--- src/rtl/core/dtds_ram.sv ---
// Generic single-port-write, registered-read RAM.
`default_nettype none
module dtds_ram #(
   parameter int Width = 8,
   parameter int Depth = 64
) (
   input  wire logic                     clock,
   input  wire logic                     wr_en,
   input  wire logic [$clog2(Depth)-1:0] wr_addr,
   input  wire logic [Width-1:0]         wr_data,
   input  wire logic [$clog2(Depth)-1:0] rd_addr,
   output logic      [Width-1:0]         rd_data
);
   logic [Width-1:0] mem_ff [Depth];

   // Write port and registered read port.
   always_ff @(posedge clock) begin
      if (wr_en) begin
         mem_ff[wr_addr] <= wr_data;
      end
      rd_data <= mem_ff[rd_addr];
   end
endmodule
`default_nettype wire

--- config.mk ---
export PLATFORM = sky130hd
export DESIGN_NAME = dtds_ram
export DESIGN_NICKNAME = d
export VERILOG_FILES = /design/src/rtl/core/dtds_ram.sv
export SDC_FILE = /design/constraint.sdc
export NUM_CORES = 1
export LEC_CHECK = 0
export BUFFER_PORTS_ARGS = -buffer_cell sky130_fd_sc_hd__buf_4
export CORE_UTILIZATION = 25
export CTS_CLUSTER_SIZE = 24
export DETAILED_ROUTE_END_ITERATION = 10
export RECOVER_POWER = 25
export SLEW_MARGIN = 20
export SYNTH_ARGS = -nofsm -noshare
export SYNTH_HDL_FRONTEND = slang
export SYNTH_SLANG_ARGS = --single-unit
--- constraint.sdc ---
create_clock -name clock -period 5.3 [get_ports clock]
set_input_delay 0.795 -clock clock [delete_from_list [all_inputs] [get_ports clock]]
set_output_delay 0.795 -clock clock [all_outputs]
set_load 0.03 [all_outputs]
# Word level (Yosys, flattened, before mapping)
# Memory sizes are Yosys's and may differ from the RTL's. A register that Yosys moved wholly into a read port is not among the register bits.
# Index checks and enable logic that the tools add are counted.
# word_totals
mem_bits_rw	512
ff_bits	0
n_memories	1
output_inout_bits	8
input_bits	22
elab_cells	3
# op_classes
muxes	2
# memory_table
name	depth	word_bits	read_ports	rd_ports_with_merged_regs	write_ports	line	source
mem_ff	64	8	1	1	1	14	logic [Width-1:0] mem_ff [Depth];
# ops
operator	n
$mux 1	2

# Depth between registers and ports, before layout
# depth
word_depth	2
ltp_mapped	9

# Worst setup path before layout
# No wires, ideal clock.
# synth_path
kind	input port to flip-flop
from	input rd_addr[1]
to	register rd_data[3], read port of mem_ff
cell_stages	7
slack_ps	2837
setup_ps	128
path_buffers	3
arrival_time_ps	2335
required_time_ps	5172
path_cell_list	buf_4 buf_2 buf_2 mux4_2 mux4_2 o21ai_1 o41ai_1
# synth_rtl
item	line	source
from (decl)	11	input wire logic [$clog2(Depth)-1:0] rd_addr,
to (decl)	12	output logic [Width-1:0] rd_data

==> impl_metrics.py <==
metrics = {
    "status": {
        "outcome": "finished with violations",
        "violations": "capacitance limit, slew limit",
    },
    "cells_and_area": {
        "final_cell_area_mm2": 0.0231,
        "drive_above_1_share_pct": 23.6,
        "n_fill_cell": 7801,
        "nNetsFinal": 1002,
        "area_growth_pct": 14.7,
    },
    "cts": {
        "root_buffer": "clkbuf_16",
        "cts_resized": 0,
        "clock_path_buffers": 3,
        "ctsHoldBuffers": 0,
        "clock_latency_ns": 0.58,
        "post_cts_buffers": 0,
        "cts.sinks": 520,
        "cts-buffers-inserted": 51,
        "cts_htree_levels": 2,
        "path_clk_slew_ns": 0.06,
        "cts_tree": "done",
    },
    "place": {
        "globalplace.congestion": 0.794,
        "postPlaceCellArea_mm2": 0.0215,
        "port_buffers": 29,
        "dp_hpwl_mm": 27.3,
    },
    "synth": {
        "yosys.cell_types.count": 40,
        "yosysTopAreaCellShare_pct": 76.2,
        "ys_seq_area_share_pct": 77.0,
        "netlist_area_mm2": 0.0202,
        "ys_top_cells_by_area": "edfxtp_1, mux4_2, nor2_1",
        "syn_avg_cell_area_um2": 21.5,
        "syn_nets": 962,
        "ys_warn_count": 0,
        "netlist_instances": 940,
        "synth.largest_area_cell": "edfxtp_1",
        "synth_seq_cells": 520,
    },
    "setup_path": {
        "worstSetupPathType": "in -> reg",
        "crit_path_start_kind": "input port",
        "r2r-start": "mem_ff[16][6]",
        "crit_family": "buffers and inverters",
        "rr_endpoint": "rd_data[6]",
        "reg2regPathDepth": 5,
        "crit_required_ns": 5.73,
        "cp_max_fo": 68,
        "crit_buf_inv": 2,
        "worstPathCellList": "clkbuf_8 > buf_12 > mux4_2 > mux2_2 > o221a_2 > nor3_1 > o32ai_1",
        "worst_setup_path_end_kind": "register",
        "slowest_stage": "clkbuf_8",
        "r2r_slack_ns": 3.05,
        "slowest_delay_ns": 0.58,
        "cp.arrival_ns": 3.69,
    },
    "sta": {
        "max_slew_margin_pct": -102,
        "period_share_pct": 61.5,
        "period_needed_ns": 3.26,
        "fmax_mhz": 307,
        "final-setup-viol-count": 0,
        "slew_viol_final": 455,
        "fin_tns_setup_ns": 0,
        "worstMarginPinSlew_ns": 3.03,
        "finalHoldViolCount": 0,
        "grt_setup_unrepaired": "no",
        "fin_skew_ns": 0.0127,
    },
    "job": {
        "drv_cap": 7,
    },
    "route": {
        "wire_per_inst_um": 22.0,
        "drc": 0,
        "viasPerCell": 4.61,
        "vias": 9547,
        "firstDrtPassIters": 6,
        "drtIter0Drc": 852,
        "drtAntennaViolNets": 0,
        "routed_wl_mm": 45.6,
    },
    "power_and_ir_drop": {
        "p_leak_nw": 6.94,
        "vdd_drop_max_mv": 0.212,
        "power_density_mw_per_mm2": 374,
    },
    "worst_hold_path": {
        "hold_path_end": "rd_data[0]",
        "min_path_cells": 3,
        "hold_class": "in -> reg",
        "min-delay-start": "rd_addr[5]",
    },
    "floorplan": {
        "die_w_um": 286,
        "rows": 103,
        "start_util_pct": 25.4,
        "coreArea_mm2": 0.0794,
        "die_h_um": 286,
        "die_area_mm2": 0.0818,
        "ios": 30,
    },
    "global_routing": {
        "grt_pass1_vias": 9767,
        "grt_pass1_wl_mm": 67.0,
        "overflow": 0,
        "antenna_found_initial": 3,
        "grt_max_degree": 69,
        "grtUsageTotal_pct": 11.1,
    },
}
-- layout make-up --
class	instances	area (µm²)	area share, %
Timing Repair Buffer	38	290	1.25
Antenna cell	2	5.00	0.0216
Clock buffer	69	1420	6.12
Clock inverter	25	264	1.14
Sequential cell	520	15500	67.1
Multi-Input combinational cell	369	4320	18.6
Tap cell	1050	1310	5.68
-- synthesized netlist by cell type --
library cell  instances
edfxtp_1            512
o221ai_1              8
and2_1                1
dfxtp_1               8
a21oi_1               3
o21a_1                2
a221oi_1              6
nand2_1              19
mux4_2              126
o221a_2               2
clkbuf_1             17
a31oi_1               1
o21ai_0               2
buf_6                 4
o41ai_1               2
nand3b_1              3
nand4_1               2
mux2i_1              23
buf_2                11
nand3_1              13
nor4_1                2
nor2b_1              14
buf_4                13
buf_12                2
o32ai_1               2
o311ai_1              1
nand2b_1              7
nand4b_1              1
or3_1                 1
a2111oi_0             2
o21ai_1               2
o22ai_1               8
nor3_1                7
a22oi_1               3
o2111ai_1             3
nor2_1               83
mux2_2               13
buf_1                 4
a211oi_1              4
o2bb2ai_1             3
-- state kept, by name, indices dropped and copies added, names as in the netlist --
| signal | count |
|---|---|
| mem_ff | 512 |
| rd_data | 8 |
-- worst reg2reg max path, cell delays in order (launching register included) --
cell and delay [ns]:
edfxtp_1 0.37, mux4_2 0.46, mux2_2 0.28, o221a_2 0.26, nor3_1 0.55, o32ai_1 0.18
-- metal layers --
metal	track usage [%]	wire length, µm	part of all wire (%)	vias to the layer above
li1	-	-	-	4017
met1	15.6	19700	43	5089
met2	17.5	21200	46	375
met3	2.65	4040	8.9	62
met4	2.26	670	1.5	4
met5	0	28	0.061	-
-- cell families after synthesis --
kind of cell	Yosys count	share of synthesized area (%)
AND/OR/NAND/NOR	153	3.39
AO/OA/AOI/OAI	54	2.07
multiplexers	162	15.9
buffers and inverters	51	1.57
flip-flops	520	77.0
-- cells in the final DEF (no fill, tap or decap), drive strengths merged, types with 3 or more instances in the layout --
| cell type | count |
|---|---|
| a22oi | 3 |
| nor2 | 83 |
| a21oi | 3 |
| nand3 | 13 |
| o21ai | 4 |
| edfxtp | 512 |
| mux4 | 126 |
| nand2b | 7 |
| a211oi | 4 |
| nor3 | 7 |
| o22ai | 8 |
| nand3b | 3 |
| clkinv | 18 |
| buf | 30 |
| o221ai | 8 |
| nand2 | 19 |
| dfxtp | 8 |
| nor2b | 14 |
| o2111ai | 3 |
| mux2 | 13 |
| mux2i | 23 |
| a221oi | 6 |
| bufinv | 6 |
| o2bb2ai | 3 |
| clkbuf | 77 |
-- how the worst max path moves through the flow --
stage / cells past startpoint / slack (ns) / startpoint / end
2_1_floorplan: 7 / 2.84 / rd_addr[1] / rd_data[3]
3_3_place_gp: 7 / 1.49 / rd_addr[0] / rd_data[6]
3_5_place_dp: 7 / 1.43 / rd_addr[0] / rd_data[6]
4_1_cts: 7 / 2.03 / rd_addr[0] / rd_data[6]
5_1_grt: 7 / 1.88 / rd_addr[0] / rd_data[6]
6_report: 7 / 2.04 / rd_addr[0] / rd_data[6]
-- power breakdown --
part / switching (W) / total (W) / internal [W]
logic: 0.000270 / 0.000425 / 0.000156
clock network: 0.00149 / 0.00365 / 0.00216
registers: 0.0000223 / 0.00458 / 0.00456
-- per-stage QoR --
stage	power (W)	hold slack [ns]	util (%)	setup slack [ns]	cells
after CTS	0.00872	0.590	29.2	2.03	2071
after floorplan	0.00490	0.718	-	2.84	940
final	0.00866	0.624	29.1	2.04	2073
after global routing	0.00890	0.615	29.1	1.88	2071
after detailed placement	0.00509	0.825	27.1	1.43	1977
after global placement	0.00509	0.799	27.1	1.49	1977
(Power assumes the default switching activity.)
